## src/hdl/lmfe_pkg.sv

```systemverilog
`default_nettype none

package lmfe_pkg;

	localparam int MAX_DATA_DEF = 8;

	// Header and diagnostic frame constants
	localparam logic [7:0] BREAK_BYTE   = 8'h00;
	localparam logic [7:0] SYNC_BYTE    = 8'h55;
	localparam logic [7:0] PID_DIAG_REQ = 8'h3C;
	localparam logic [7:0] PID_DIAG_RSP = 8'h7D;
	localparam logic [7:0] BYTE_ONE     = 8'h01;

	// Request modes
	localparam logic [2:0] MODE_START_REQ = 3'd0;
	localparam logic [2:0] MODE_START_RSP = 3'd1;
	localparam logic [2:0] MODE_DATA      = 3'd2;
	localparam logic [2:0] MODE_RX        = 3'd3;
	localparam logic [2:0] MODE_TIMEOUT   = 3'd4;

	// Result kinds
	localparam logic [1:0] KIND_TX     = 2'd0;
	localparam logic [1:0] KIND_RX     = 2'd1;
	localparam logic [1:0] KIND_STATUS = 2'd2;

	// Frame status codes
	localparam logic [2:0] ST_OK      = 3'd0;
	localparam logic [2:0] ST_STATE   = 3'd1;
	localparam logic [2:0] ST_TIMEOUT = 3'd2;
	localparam logic [2:0] ST_ECHO    = 3'd3;
	localparam logic [2:0] ST_CHK     = 3'd4;

	// Sticky error bits
	localparam logic [3:0] ERR_NONE    = 4'b0000;
	localparam logic [3:0] ERR_STATE   = 4'b0001;
	localparam logic [3:0] ERR_TIMEOUT = 4'b0010;
	localparam logic [3:0] ERR_ECHO    = 4'b0100;
	localparam logic [3:0] ERR_CHK     = 4'b1000;

	typedef struct packed {
		logic [7:0] add_a;
		logic [7:0] add_b;
		logic [7:0] cmp_x;
		logic [7:0] cmp_y;
	} alu_req_t;

	typedef struct packed {
		logic [7:0] sum;
		logic       eq;
	} alu_rsp_t;

	function automatic logic [7:0] pid_of(input logic [5:0] id);
		logic p0;
		logic p1;
		p0 = id[0] ^ id[1] ^ id[2] ^ id[4];
		p1 = ~(id[1] ^ id[3] ^ id[4] ^ id[5]);
		return {p1, p0, id};
	endfunction

endpackage

`default_nettype wire

```

## src/hdl/lin_master_frame_engine.sv

```systemverilog
`default_nettype none

// LIN master frame engine. Each request on the slave stream is decoded by a small
// sequencer that drives one shared add/compare unit and a frame byte RAM of
// MAX_DATA+4 entries; s_axis_tready is low while a request is in work. An echoed
// byte is read back from the RAM first and compared. Once a response frame's
// checksum byte checks out, its data bytes are read back from the RAM and sent,
// followed by a status. Results leave through one output register, so a stalled
// m_axis_tready holds the sequencer.
// The checksum is classic when lin_version is 0 or the PID is 0x3C or 0x7D, and
// enhanced (seeded with the PID) otherwise. error_flags are sticky until reset.
module lin_master_frame_engine #(
	parameter int MAX_DATA = lmfe_pkg::MAX_DATA_DEF
) (
	input  wire logic        clk,
	input  wire logic        arst_n,
	input  wire logic        cfg_valid,
	output logic             cfg_ready,
	input  wire logic        cfg_data,     // lin_version
	input  wire logic        s_axis_tvalid,
	output logic             s_axis_tready,
	input  wire logic [23:0] s_axis_tdata, // frame_id[5:0], data_len[9:6], byte_value[17:10]
	input  wire logic [2:0]  s_axis_tuser, // mode[2:0]
	output logic             m_axis_tvalid,
	input  wire logic        m_axis_tready,
	output logic [15:0]      m_axis_tdata, // out_byte[7:0], status[10:8], error_flags[14:11]
	output logic [1:0]       m_axis_tuser, // kind[1:0]
	output logic             m_axis_tlast
);

	localparam int DEPTH = MAX_DATA + 4;
	localparam int AW    = $clog2(DEPTH);

	typedef enum logic [1:0] {PH_IDLE, PH_COLLECT, PH_FRAME} phase_t;
	typedef enum logic [3:0] {
		S_IDLE, S_DEC, S_HDR, S_DATA, S_CHK, S_ECHO, S_OUTRD, S_OUTEM, S_STAT
	} state_t;

	state_t     state_q;
	phase_t     phase_q;
	logic       lin_version_q;
	logic       is_req_q;
	logic [3:0] len_q;
	logic [3:0] pos_q;
	logic [3:0] cnt_q;
	logic [7:0] sum_q;
	logic [3:0] sticky_q;
	logic [2:0] mode_q;
	logic [5:0] id_q;
	logic [3:0] in_len_q;
	logic [7:0] byte_q;
	logic [2:0] stat_q;
	logic [3:0] flag_q;

	logic       out_valid_q;
	logic [1:0] out_kind_q;
	logic [7:0] out_byte_q;
	logic [2:0] out_status_q;
	logic [3:0] out_flags_q;
	logic       out_last_q;

	lmfe_pkg::alu_req_t alu_req;
	lmfe_pkg::alu_rsp_t alu_rsp;

	logic          ram_we;
	logic [AW-1:0] ram_waddr;
	logic [7:0]    ram_wdata;
	logic [AW-1:0] ram_raddr;
	logic [7:0]    ram_rdata;

	logic       out_free;
	logic       emit;
	logic [1:0] emit_kind;
	logic [7:0] emit_byte;
	logic [2:0] emit_status;
	logic [3:0] emit_flag;
	logic       emit_last;

	logic [3:0] in_len;
	logic [3:0] frame_end;
	logic [7:0] pid;
	logic [7:0] sum_seed;
	logic [3:0] pos_inc;
	logic [3:0] cnt_inc;
	logic       dec_store;

	lmfe_csum u_csum (
		.req (alu_req),
		.rsp (alu_rsp)
	);

	lmfe_ram #(
		.WIDTH (8),
		.DEPTH (DEPTH)
	) u_ram (
		.clk   (clk),
		.we    (ram_we),
		.waddr (ram_waddr),
		.wdata (ram_wdata),
		.raddr (ram_raddr),
		.rdata (ram_rdata)
	);

	assign cfg_ready     = 1'b1;
	assign s_axis_tready = (state_q == S_IDLE);
	assign m_axis_tvalid = out_valid_q;
	assign m_axis_tdata  = {1'b0, out_flags_q, out_status_q, out_byte_q};
	assign m_axis_tuser  = out_kind_q;
	assign m_axis_tlast  = out_last_q;

	assign out_free  = !out_valid_q || m_axis_tready;
	assign in_len    = (s_axis_tdata[9:6] > 4'(MAX_DATA)) ? 4'(MAX_DATA) : s_axis_tdata[9:6];
	assign frame_end = len_q + 4'd3;
	assign pid       = lmfe_pkg::pid_of(id_q);
	assign sum_seed  = (lin_version_q && pid != lmfe_pkg::PID_DIAG_REQ
			&& pid != lmfe_pkg::PID_DIAG_RSP) ? pid : 8'h00;
	assign pos_inc   = pos_q + 4'd1;
	assign cnt_inc   = cnt_q + 4'd1;

	// Response data byte: store and accumulate, no result
	assign dec_store = (state_q == S_DEC) && (mode_q == lmfe_pkg::MODE_RX)
			&& (phase_q == PH_FRAME) && !is_req_q && (pos_q >= 4'd3)
			&& (pos_q < frame_end);

	always_comb begin
		alu_req.add_a = sum_q;
		alu_req.add_b = byte_q;
		alu_req.cmp_x = byte_q;
		alu_req.cmp_y = (state_q == S_ECHO) ? ram_rdata : ~sum_q;

		emit        = 1'b0;
		emit_kind   = lmfe_pkg::KIND_TX;
		emit_byte   = 8'h00;
		emit_status = lmfe_pkg::ST_OK;
		emit_flag   = lmfe_pkg::ERR_NONE;
		emit_last   = 1'b0;

		ram_we    = 1'b0;
		ram_waddr = pos_q[AW-1:0];
		ram_wdata = byte_q;
		ram_raddr = pos_q[AW-1:0];

		unique case (state_q)
			S_DEC: begin
				ram_we = dec_store;
			end
			S_HDR: begin
				emit = 1'b1;
				unique case (cnt_q)
					4'd0:    emit_byte = lmfe_pkg::BREAK_BYTE;
					4'd1:    emit_byte = lmfe_pkg::SYNC_BYTE;
					default: emit_byte = pid;
				endcase
				emit_last = (cnt_q == 4'd2) && !(is_req_q && len_q == 4'd0);
				ram_we    = out_free;
				ram_waddr = cnt_q[AW-1:0];
				ram_wdata = emit_byte;
			end
			S_DATA: begin
				emit      = 1'b1;
				emit_byte = byte_q;
				emit_last = (pos_inc < len_q);
				ram_we    = out_free;
				ram_waddr = pos_inc[AW-1:0] + AW'(2);
			end
			S_CHK: begin
				emit      = 1'b1;
				emit_byte = ~sum_q;
				emit_last = 1'b1;
				ram_we    = out_free;
				ram_waddr = frame_end[AW-1:0];
				ram_wdata = ~sum_q;
			end
			S_OUTRD, S_OUTEM: begin
				ram_raddr = cnt_q[AW-1:0] + AW'(3);
				if (state_q == S_OUTEM) begin
					emit      = 1'b1;
					emit_kind = lmfe_pkg::KIND_RX;
					emit_byte = ram_rdata;
				end
			end
			S_STAT: begin
				emit        = 1'b1;
				emit_kind   = lmfe_pkg::KIND_STATUS;
				emit_status = stat_q;
				emit_flag   = flag_q;
				emit_last   = 1'b1;
			end
			default: begin
			end
		endcase
	end

	always_ff @(posedge clk or negedge arst_n) begin
		if (!arst_n) begin
			state_q       <= S_IDLE;
			phase_q       <= PH_IDLE;
			lin_version_q <= 1'b1;
			is_req_q      <= 1'b0;
			len_q         <= '0;
			pos_q         <= '0;
			cnt_q         <= '0;
			sum_q         <= '0;
			sticky_q      <= '0;
			mode_q        <= '0;
			id_q          <= '0;
			in_len_q      <= '0;
			byte_q        <= '0;
			stat_q        <= lmfe_pkg::ST_OK;
			flag_q        <= lmfe_pkg::ERR_NONE;
			out_valid_q   <= 1'b0;
			out_kind_q    <= lmfe_pkg::KIND_TX;
			out_byte_q    <= '0;
			out_status_q  <= lmfe_pkg::ST_OK;
			out_flags_q   <= '0;
			out_last_q    <= 1'b0;
		end else begin
			if (cfg_valid) begin
				lin_version_q <= cfg_data;
			end

			// Drop the result once taken, load the next one when free
			if (out_valid_q && m_axis_tready) begin
				out_valid_q <= 1'b0;
			end
			if (emit && out_free) begin
				out_valid_q  <= 1'b1;
				out_kind_q   <= emit_kind;
				out_byte_q   <= emit_byte;
				out_status_q <= emit_status;
				out_flags_q  <= sticky_q | emit_flag;
				out_last_q   <= emit_last;
			end

			unique case (state_q)
				S_IDLE: begin
					if (s_axis_tvalid) begin
						mode_q   <= s_axis_tuser;
						id_q     <= s_axis_tdata[5:0];
						in_len_q <= in_len;
						byte_q   <= s_axis_tdata[17:10];
						state_q  <= S_DEC;
					end
				end
				S_DEC: begin
					stat_q  <= lmfe_pkg::ST_STATE;
					flag_q  <= lmfe_pkg::ERR_STATE;
					state_q <= S_IDLE;
					priority if (mode_q == lmfe_pkg::MODE_START_REQ
							|| mode_q == lmfe_pkg::MODE_START_RSP) begin
						if (phase_q != PH_IDLE) begin
							state_q <= S_STAT;
						end else begin
							is_req_q <= (mode_q == lmfe_pkg::MODE_START_REQ);
							len_q    <= in_len_q;
							pos_q    <= '0;
							cnt_q    <= '0;
							sum_q    <= sum_seed;
							state_q  <= S_HDR;
						end
					end else if (mode_q == lmfe_pkg::MODE_DATA) begin
						if (phase_q != PH_COLLECT || !is_req_q || pos_q >= len_q) begin
							state_q <= S_STAT;
						end else begin
							state_q <= S_DATA;
						end
					end else if (mode_q == lmfe_pkg::MODE_RX) begin
						priority if (phase_q != PH_FRAME || pos_q > frame_end) begin
							state_q <= S_STAT;
						end else if (is_req_q || pos_q < 4'd3) begin
							state_q <= S_ECHO;
						end else if (pos_q < frame_end) begin
							sum_q <= alu_rsp.sum;
							pos_q <= pos_inc;
						end else if (!alu_rsp.eq) begin
							stat_q  <= lmfe_pkg::ST_CHK;
							flag_q  <= lmfe_pkg::ERR_CHK;
							state_q <= S_STAT;
						end else begin
							cnt_q  <= '0;
							stat_q <= lmfe_pkg::ST_OK;
							flag_q <= lmfe_pkg::ERR_NONE;
							state_q <= (len_q == 4'd0) ? S_STAT : S_OUTRD;
						end
					end else if (mode_q == lmfe_pkg::MODE_TIMEOUT) begin
						if (phase_q != PH_IDLE) begin
							stat_q  <= lmfe_pkg::ST_TIMEOUT;
							flag_q  <= lmfe_pkg::ERR_TIMEOUT;
							state_q <= S_STAT;
						end
					end else begin
						state_q <= S_IDLE;
					end
				end
				S_HDR: begin
					if (out_free) begin
						if (cnt_q == 4'd2) begin
							priority if (is_req_q && len_q != 4'd0) begin
								phase_q <= PH_COLLECT;
								state_q <= S_IDLE;
							end else if (is_req_q) begin
								state_q <= S_CHK;
							end else begin
								phase_q <= PH_FRAME;
								state_q <= S_IDLE;
							end
						end else begin
							cnt_q <= cnt_inc;
						end
					end
				end
				S_DATA: begin
					if (out_free) begin
						sum_q   <= alu_rsp.sum;
						pos_q   <= pos_inc;
						state_q <= (pos_inc >= len_q) ? S_CHK : S_IDLE;
					end
				end
				S_CHK: begin
					if (out_free) begin
						phase_q <= PH_FRAME;
						pos_q   <= '0;
						state_q <= S_IDLE;
					end
				end
				S_ECHO: begin
					priority if (!alu_rsp.eq) begin
						stat_q  <= lmfe_pkg::ST_ECHO;
						flag_q  <= lmfe_pkg::ERR_ECHO;
						state_q <= S_STAT;
					end else if (is_req_q && pos_q == frame_end) begin
						stat_q  <= lmfe_pkg::ST_OK;
						flag_q  <= lmfe_pkg::ERR_NONE;
						state_q <= S_STAT;
					end else begin
						pos_q   <= pos_inc;
						state_q <= S_IDLE;
					end
				end
				S_OUTRD: begin
					state_q <= S_OUTEM;
				end
				S_OUTEM: begin
					if (out_free) begin
						if (cnt_inc < len_q) begin
							cnt_q   <= cnt_inc;
							state_q <= S_OUTRD;
						end else begin
							state_q <= S_STAT;
						end
					end
				end
				S_STAT: begin
					if (out_free) begin
						sticky_q <= sticky_q | flag_q;
						phase_q  <= PH_IDLE;
						pos_q    <= '0;
						state_q  <= S_IDLE;
					end
				end
				default: begin
					state_q <= S_IDLE;
				end
			endcase
		end
	end

endmodule

`default_nettype wire

```

## src/hdl/lmfe_ram.sv

```systemverilog
`default_nettype none

module lmfe_ram #(
	parameter int WIDTH = 8,
	parameter int DEPTH = 12
) (
	input  wire logic                     clk,
	input  wire logic                     we,
	input  wire logic [$clog2(DEPTH)-1:0] waddr,
	input  wire logic [WIDTH-1:0]         wdata,
	input  wire logic [$clog2(DEPTH)-1:0] raddr,
	output logic      [WIDTH-1:0]         rdata
);

	logic [WIDTH-1:0] mem_q [DEPTH];

	always_ff @(posedge clk) begin
		if (we) begin
			mem_q[waddr] <= wdata;
		end
		rdata <= mem_q[raddr];
	end

endmodule

`default_nettype wire

```

## src/hdl/lmfe_csum.sv

```systemverilog
`default_nettype none

// Shared byte unit: end-around-carry add and byte compare.
module lmfe_csum (
	input  wire lmfe_pkg::alu_req_t req,
	output lmfe_pkg::alu_rsp_t      rsp
);

	logic [8:0] raw;

	assign raw = {1'b0, req.add_a} + {1'b0, req.add_b};

	// Fold the carry back in: a sum above 255 loses 255
	assign rsp.sum = raw[8] ? (raw[7:0] + lmfe_pkg::BYTE_ONE) : raw[7:0];
	assign rsp.eq  = (req.cmp_x == req.cmp_y);

endmodule

`default_nettype wire
```

## config.mk

```make
export PLATFORM = sky130hd
export DESIGN_NAME = lin_master_frame_engine
export DESIGN_NICKNAME = d
export VERILOG_FILES = /design/src/hdl/lmfe_pkg.sv /design/src/hdl/lin_master_frame_engine.sv /design/src/hdl/lmfe_ram.sv /design/src/hdl/lmfe_csum.sv
export SDC_FILE = /design/constraint.sdc
export NUM_CORES = 1
export LEC_CHECK = 0
export ABC_AREA = 1
export BUFFER_PORTS_ARGS = -buffer_cell sky130_fd_sc_hd__buf_2
export CAP_MARGIN = 5
export CORE_MARGIN = 2
export CORE_UTILIZATION = 38
export CTS_CLUSTER_DIAMETER = 150
export DETAILED_ROUTE_END_ITERATION = 6
export HOLD_SLACK_MARGIN = 0.02
export PLACE_DENSITY = 0.55
export SYNTH_ARGS = -nofsm -noshare
export SYNTH_HDL_FRONTEND = slang
export SYNTH_SLANG_ARGS = --single-unit
export TNS_END_PERCENT = 50
```

## constraint.sdc

```tcl
create_clock -name clk -period 3.2 [get_ports clk]
set_input_delay 0.16 -clock clk [delete_from_list [all_inputs] [get_ports clk]]
set_output_delay 0.16 -clock clk [all_outputs]
set_load 0.02 [all_outputs]
```

==> results of run 1 <==
-- cell type report --
class,instances,share of cell area [%]
Clock inverter,15,2.05
Inverter,125,4.27
Timing Repair Buffer,104,6.60
Sequential cell,182,45.5
Clock buffer,17,3.87
Multi-Input combinational cell,709,34.0
Tap cell,324,3.69
-- path summary, 6_finish.rpt --
| path | endpoint | slack, ps |
|---|---|---|
| setup / recovery | u_ram.mem_q[3][5] | 300 |
| hold / removal | in_len_q[3] | 20 |
| setup reg to reg | u_ram.mem_q[3][5] | 300 |
| hold reg to reg | sticky_q[2] | 460 |
| max in group asynchronous | byte_q[4] | 2120 |
| min in group asynchronous | sticky_q[1] | 440 |
-- metal layers --
layer  vias up  wire length, um  global-route usage, %
met2       210            11600                   32.4
met1      3592            12000                   28.5
met5         -                0                      0
met3        36             1210                   3.36
met4         0              558                   6.33
li1       3747                -                      -
-- state kept, by name, summed over array words and instances (netlist names), 6 cells and up --
register / count
id_q: 6
byte_q: 8
out_byte_q: 8
u_ram.mem_q: 96
u_ram.rdata: 8
sum_q: 8
-- layout by cell type, fill, tap and decap left out, drive strengths merged, types with 5 or more instances in the layout --
| master | n |
|---|---|
| o22ai | 15 |
| nand3 | 54 |
| edfxtp | 96 |
| inv | 129 |
| a31oi | 5 |
| a21oi | 40 |
| o21ai | 148 |
| xor2 | 15 |
| clkinv | 8 |
| clkbuf | 17 |
| dfxtp | 8 |
| dlygate4sd3 | 23 |
| nor2 | 120 |
| ha | 34 |
| o221ai | 15 |
| o21bai | 5 |
| nand2 | 201 |
| nand4 | 7 |
| dfrtp | 77 |
| xnor2 | 5 |
| nor3 | 10 |
| o211ai | 9 |
| buf | 81 |
-- metrics by stage --
step                worst slack (ps)  util [%]  hold WS, ps
floorplan                        505         -         -136
CTS                              214      45.2         20.1
detailed placement               245      41.6          373
global route                    11.6      45.3         61.7
global placement                 286      41.6          362
finish                           300      45.3         22.7
-- cell families (layout without fill, tap and decap cells) --
logic type | count (synthesis) | in the layout
XOR/XNOR | 20 | 20
AO/OA/AOI/OAI | 249 | 249
AND/OR/NAND/NOR | 402 | 402
buffers and inverters | 156 | 261
flip-flops | 182 | 182
adder cells (fa/ha/maj) | 35 | 35
multiplexers | 1 | 1
other | 2 | 2
-- worst register-to-register path, stage by stage (launching register included) --
cell and delay (ps):
dfrtp_1 440, inv_1 100, ha_1 230, xor2_1 230, ha_1 280, nand2_1 60
inv_1 50, o21ai_0 70, nand2_1 110, nor2_1 170, inv_1 90, o22ai_2 240
nand2_1 90, inv_1 70, nand2_1 80, nor2_1 110, buf_4 190
-- where the power goes --
part | switching, W | internal, W | total (W) | leakage [nW]
clock | 0.00107 | 0.00122 | 0.00229 | 0.311
sequential | 0.000432 | 0.00325 | 0.00369 | 1.90
combinational | 0.00382 | 0.00179 | 0.00560 | 2.59
-- what timing repair did --
action,in CTS,in global routing
buffers inserted,0,0
hold buffers,23,0
hold endpoints to repair,98,0
setup endpoints to repair,0,105
resized for setup,0,6
==> flow_summary.json, run 1 <==
{
  "p_leak_nw": 4.80,
  "grt_pass1_wl_mm": 40.7,
  "crit_path_top_delay_cell": "dfrtp_1",
  "end_kind": "register",
  "rows": 57,
  "antenna_found_initial": 0,
  "drc": 0,
  "dp_hpwl_mm": 18.3,
  "wire_per_inst_um": 17.2,
  "maxSlewHeadroom_pct": 17.5,
  "reg2reg_depth": 16,
  "synth_xor_area_share_pct": 1.88,
  "cts_sinks": 182,
  "hold_path.class": "input port to register",
  "synth.distinct_cells": 51,
  "synth_area_leaders": "edfxtp_1 31%, dfrtp_1 21%, nand2_1 8.0%",
  "status": "complete, no violations",
  "synth_seq_cells": 182,
  "stdcell_area_um2": 11000,
  "setup_viol_count_final": 0,
  "synth_nets": 1115,
  "track_usage_pct": 20.3,
  "multi_input_area_um2": 3740,
  "initial_core_util_pct": 38.5,
  "seq_area_frac_synth_pct": 53.5,
  "yosysTopAreaCell": "edfxtp_1",
  "critPathMaxStageDelay_ps": 440,
  "clock_path_buffers": 2,
  "drv_slew": 0,
  "place_area_um2": 10100,
  "ctsHtreeMaxLevel": 4,
  "dieWidth_um": 161,
  "power.density_nw_per_um2": 1050,
  "path_depth": 16,
  "grt_pass1_vias": 7348,
  "clock-skew-final_ps": 11.1,
  "vias_per_cell": 5.14,
  "overflow": 0,
  "syn_to_final_growth_pct": 17.7,
  "synth_area_um2": 9330,
  "drive_gt1_share_pct": 12.1,
  "holdPathStages": 3,
  "ys_warn_count": 0,
  "tns_ps": 0,
  "synth_top_flop_cell": "edfxtp_1",
  "finalNetCount": 1207,
  "worstPathCellList": "inv_1 -> ha_1 -> xor2_1 -> ha_1 -> nand2_1 -> inv_1 -> o21ai_0 -> nand2_1 -> nor2_1 -> inv_1 -> o22ai_2 -> nand2_1 -> inv_1 -> nand2_1 -> nor2_1 -> buf_4",
  "synthMuxAreaShare_pct": 0.121,
  "critPathMaxFanout": 8,
  "r2r-start": "len_q[0]",
  "crit_buf_inv": 5,
  "yosys.area_share.adder_pct": 4.77,
  "grt_max_degree": 79,
  "min_from": "s_axis_tdata[9]",
  "synth_compound_area_share_pct": 15.1,
  "post-synth-top-count-cell": "nand2_1",
  "root_buffer": "clkbuf_16",
  "cts_tree": "done",
  "final_antenna_net_count": 0,
  "drv_cap": 0,
  "max-vdd-ir-drop_uv": 404,
  "synth_edf_count": 96,
  "via_count": 7585,
  "drtIter0Drc": 893,
  "regArea_um2": 5000,
  "avgSynthCellArea_um2": 8.91,
  "worst_skew_pair.late_latency_ps": 450,
  "cts_buffers": 17,
  "worst_slew_pin_slew_ps": 1240,
  "fmax_mhz": 345,
  "die_area_um2": 25800,
  "crit_type": "register to register",
  "dp_cells": 1421,
  "dieHeight_um": 161,
  "crit_required_ps": 3360,
  "clk_pin_slew_ps": 70,
  "synth_cells": 1047,
  "period_share_pct": 90.6,
  "place.port_buffers": 46,
  "start_kind": "register",
  "core_um2": 24200,
  "antenna_cells": 0,
  "synth_top_family_by_area": "simple AND/OR/NAND/NOR gates",
  "wirelength_mm": 25.3,
  "rsz0062_at_grt": "no",
  "fin_crit_ps": 2900,
  "finalNonFillerCells": 1476,
  "startpoint": "len_q[0]",
  "async_flop_share_pct": 42.9,
  "synth.top_cells.by_count": "200 x nand2_1, 137 x o21ai_0, 116 x inv_1, 116 x nor2_1, 96 x edfxtp_1",
  "place_congestion": 0.897,
  "io_pins": 55,
  "cp.arrival_ps": 3060,
  "finalHoldViolations": 0,
  "yosysTopAreaCellShare_pct": 30.9,
  "cpLargestDelayFamily": "simple AND/OR/NAND/NOR gates",
  "synth-simple-area-share_pct": 17.9,
  "n_fill_cell": 2379,
  "finalPower_w": 0.0116,
  "dr.pass1.iters": 7
}
Note: power is estimated with default switching activity, not from simulation.
==> run 2: changes to the inputs <==
CORE_ASPECT_RATIO = 1.75   (was default)
==> run 2 against run 1 <==
  * First-iteration DRC count down 56%
  * Register-to-register slack better by 40 ps
  * Final cell count down 0.68%
==> flow_summary.json, run 2 (same netlist as run 1, synthesis figures left out) <==
{
  "crit_end": "pos_q[0]",
  "status": "complete, no violations",
  "io_pins": 55,
  "place_congestion": 0.945,
  "power.density_nw_per_um2": 1040,
  "core_um2": 24000,
  "start_kind": "register",
  "crit_required_ps": 3530,
  "overflow": 0,
  "cts_sinks": 182,
  "top_register": "u_ram.mem_q",
  "cts_tree": "done",
  "antenna_found_initial": 0,
  "final_common_cell": "nand2_1",
  "crit_path_top_delay_cell": "dfrtp_1",
  "sw_frac_of_total_pct": 46.5,
  "cts_buffers": 17,
  "dp_hpwl_mm": 20.3,
  "worstPathCellList": "inv_1 -> ha_1 -> ha_1 -> inv_1 -> nor2_1 -> o21ai_0 -> nand2_1 -> nand2_1 -> nand2_1 -> o21ai_0 -> nand2_1 -> nor3_2 -> nand2_1 -> nand2_1 -> o21ai_0",
  "n_fill_cell": 2351,
  "critPathMaxFanout": 7,
  "regToRegSetupSlack_ps": 340,
  "p_int_w": 0.00606,
  "finalNetCount": 1213,
  "dieHeight_um": 211,
  "dr.pass1.iters": 5,
  "startpoint": "len_q[0]",
  "end_kind": "register",
  "setup_viol_count_final": 0,
  "largest_reg_flops": 96,
  "clk_pin_slew_ps": 60,
  "clock_path_buffers": 2,
  "worst_skew_pair.late_latency_ps": 460,
  "ctsHtreeMaxLevel": 4,
  "grt_pass1_vias": 7549,
  "grt_max_degree": 49,
  "track_usage_pct": 21.3,
  "wirelength_mm": 26.4,
  "r2r-start": "len_q[0]",
  "vias_per_cell": 5.15,
  "worst_slew_pin_slew_ps": 1070,
  "drtIter0Drc": 396,
  "die_area_um2": 25900,
  "layout_common_cells": "200 x nand2_1, 137 x o21ai_0, 116 x inv_1, 116 x nor2_1, 96 x edfxtp_1",
  "tns_ps": 0,
  "via_count": 7552,
  "max-vdd-ir-drop_uv": 545,
  "place.port_buffers": 46,
  "reg2reg_depth": 15,
  "combPwrFrac_pct": 50.4,
  "finalHoldViolations": 0,
  "p_sw_w": 0.00526,
  "critPathMaxStageDelay_ps": 450,
  "drv_cap": 0,
  "antenna_cells": 0,
  "wire_per_inst_um": 18.0,
  "drv_slew": 0,
  "finalPower_w": 0.0113,
  "drc": 0,
  "cpMostUsedCell": "nand2_1",
  "initial_core_util_pct": 38.9,
  "cp.arrival_ps": 3190,
  "fin_crit_ps": 2860,
  "clkPwrFrac_pct": 16.9,
  "maxSlewHeadroom_pct": 28.5,
  "crit_type": "register to register",
  "final_antenna_net_count": 0,
  "rows": 75,
  "holdPathStages": 3,
  "p_leak_nw": 4.78,
  "rsz0062_at_grt": "no",
  "fmax_mhz": 349,
  "grt_pass1_wl_mm": 40.8,
  "root_buffer": "clkbuf_16",
  "pwr-share-seq_pct": 32.7,
  "dieWidth_um": 122,
  "post_cts.repair.setup_buffers": 0,
  "syn_to_final_growth_pct": 16.7,
  "clock-skew-final_ps": 12.0,
  "drive_gt1_share_pct": 11.9,
  "period_share_pct": 89.5,
  "hold_path.class": "input port to register",
  "reg2reg_to": "pos_q[0]"
}
## run 2: changes by cell type in the layout (fill, tap and decap cells not counted), sizes merged
cell    change
buf         +6
bufinv      -2
clkinv      +3
inv         -1
## run 2: cell type report
type | instances | area [um2] | area share (%)
inverter | 125 | 469 | 4.31
timing repair buffer | 110 | 783 | 7.19
multi-input combinational | 709 | 3730 | 34.3
clock buffer | 17 | 425 | 3.91
tap | 308 | 385 | 3.54
clock inverter | 15 | 100 | 0.919
sequential | 182 | 5000 | 45.9
## run 2: per-layer routing
metal / global-route usage, % / vias to the layer above / wire length, um
li1: - / 3750 / -
met1: 21.7 / 3560 / 9760
met2: 39.3 / 170 / 14400
met3: 3.42 / 72 / 752
met4: 13.6 / 0 / 1460
met5: 0 / - / 0
## run 2: power by group through the flow
stage               logic, W  registers [W]  clock network [W]
finish               0.00570        0.00370            0.00191
global route         0.00639        0.00376            0.00204
CTS                  0.00572        0.00370            0.00196
detailed placement   0.00567        0.00374                  0
global placement     0.00563        0.00374                  0
floorplan            0.00377        0.00368                  0
## run 2: stage by stage
step | util, % | instances | worst slack (ps) | cell area, um2 | hold slack [ps]
3_5_place_dp | 42.2 | 1411 | 246 | 10100 | 141
5_1_grt | 45.3 | 1466 | 33.9 | 10900 | 39.1
3_3_place_gp | 42.2 | 1411 | 277 | 10100 | 142
6_report | 45.3 | 1466 | 336 | 10900 | 29.4
2_1_floorplan | - | 1047 | 505 | 9330 | -136
4_1_cts | 45.3 | 1466 | 225 | 10900 | 23.4
## run 2: worst max-delay path: cells and delay by family (launching register included)
family / cells / cell delay, ps
AO/OA/AOI/OAI: 3 / 530
AND/OR/NAND/NOR: 8 / 950
buffers and inverters: 2 / 170
flip-flops: 1 / 450
adder cells (fa/ha/maj): 2 / 650
## run 2: timing repair
| action | 4_1_cts | 5_1_grt |
|---|---|---|
| resized for setup | 0 | 2 |
| hold buffers | 23 | 0 |
| setup endpoints to repair | 0 | 76 |
| hold endpoints to repair | 51 | 0 |
## run 2: worst min-delay path by stage
| stage | slack [ps] | start | to |
|---|---|---|---|
| 6_report | 30 | s_axis_tdata[9] | in_len_q[3] |
| 5_1_grt | 40 | s_axis_tdata[9] | in_len_q[3] |
| 4_1_cts | 20 | s_axis_tdata[9] | in_len_q[3] |
| 3_5_place_dp | 140 | arst_n | pos_q[2] |
| 3_3_place_gp | 140 | arst_n | pos_q[3] |
| 2_1_floorplan | -140 | arst_n | byte_q[0] |
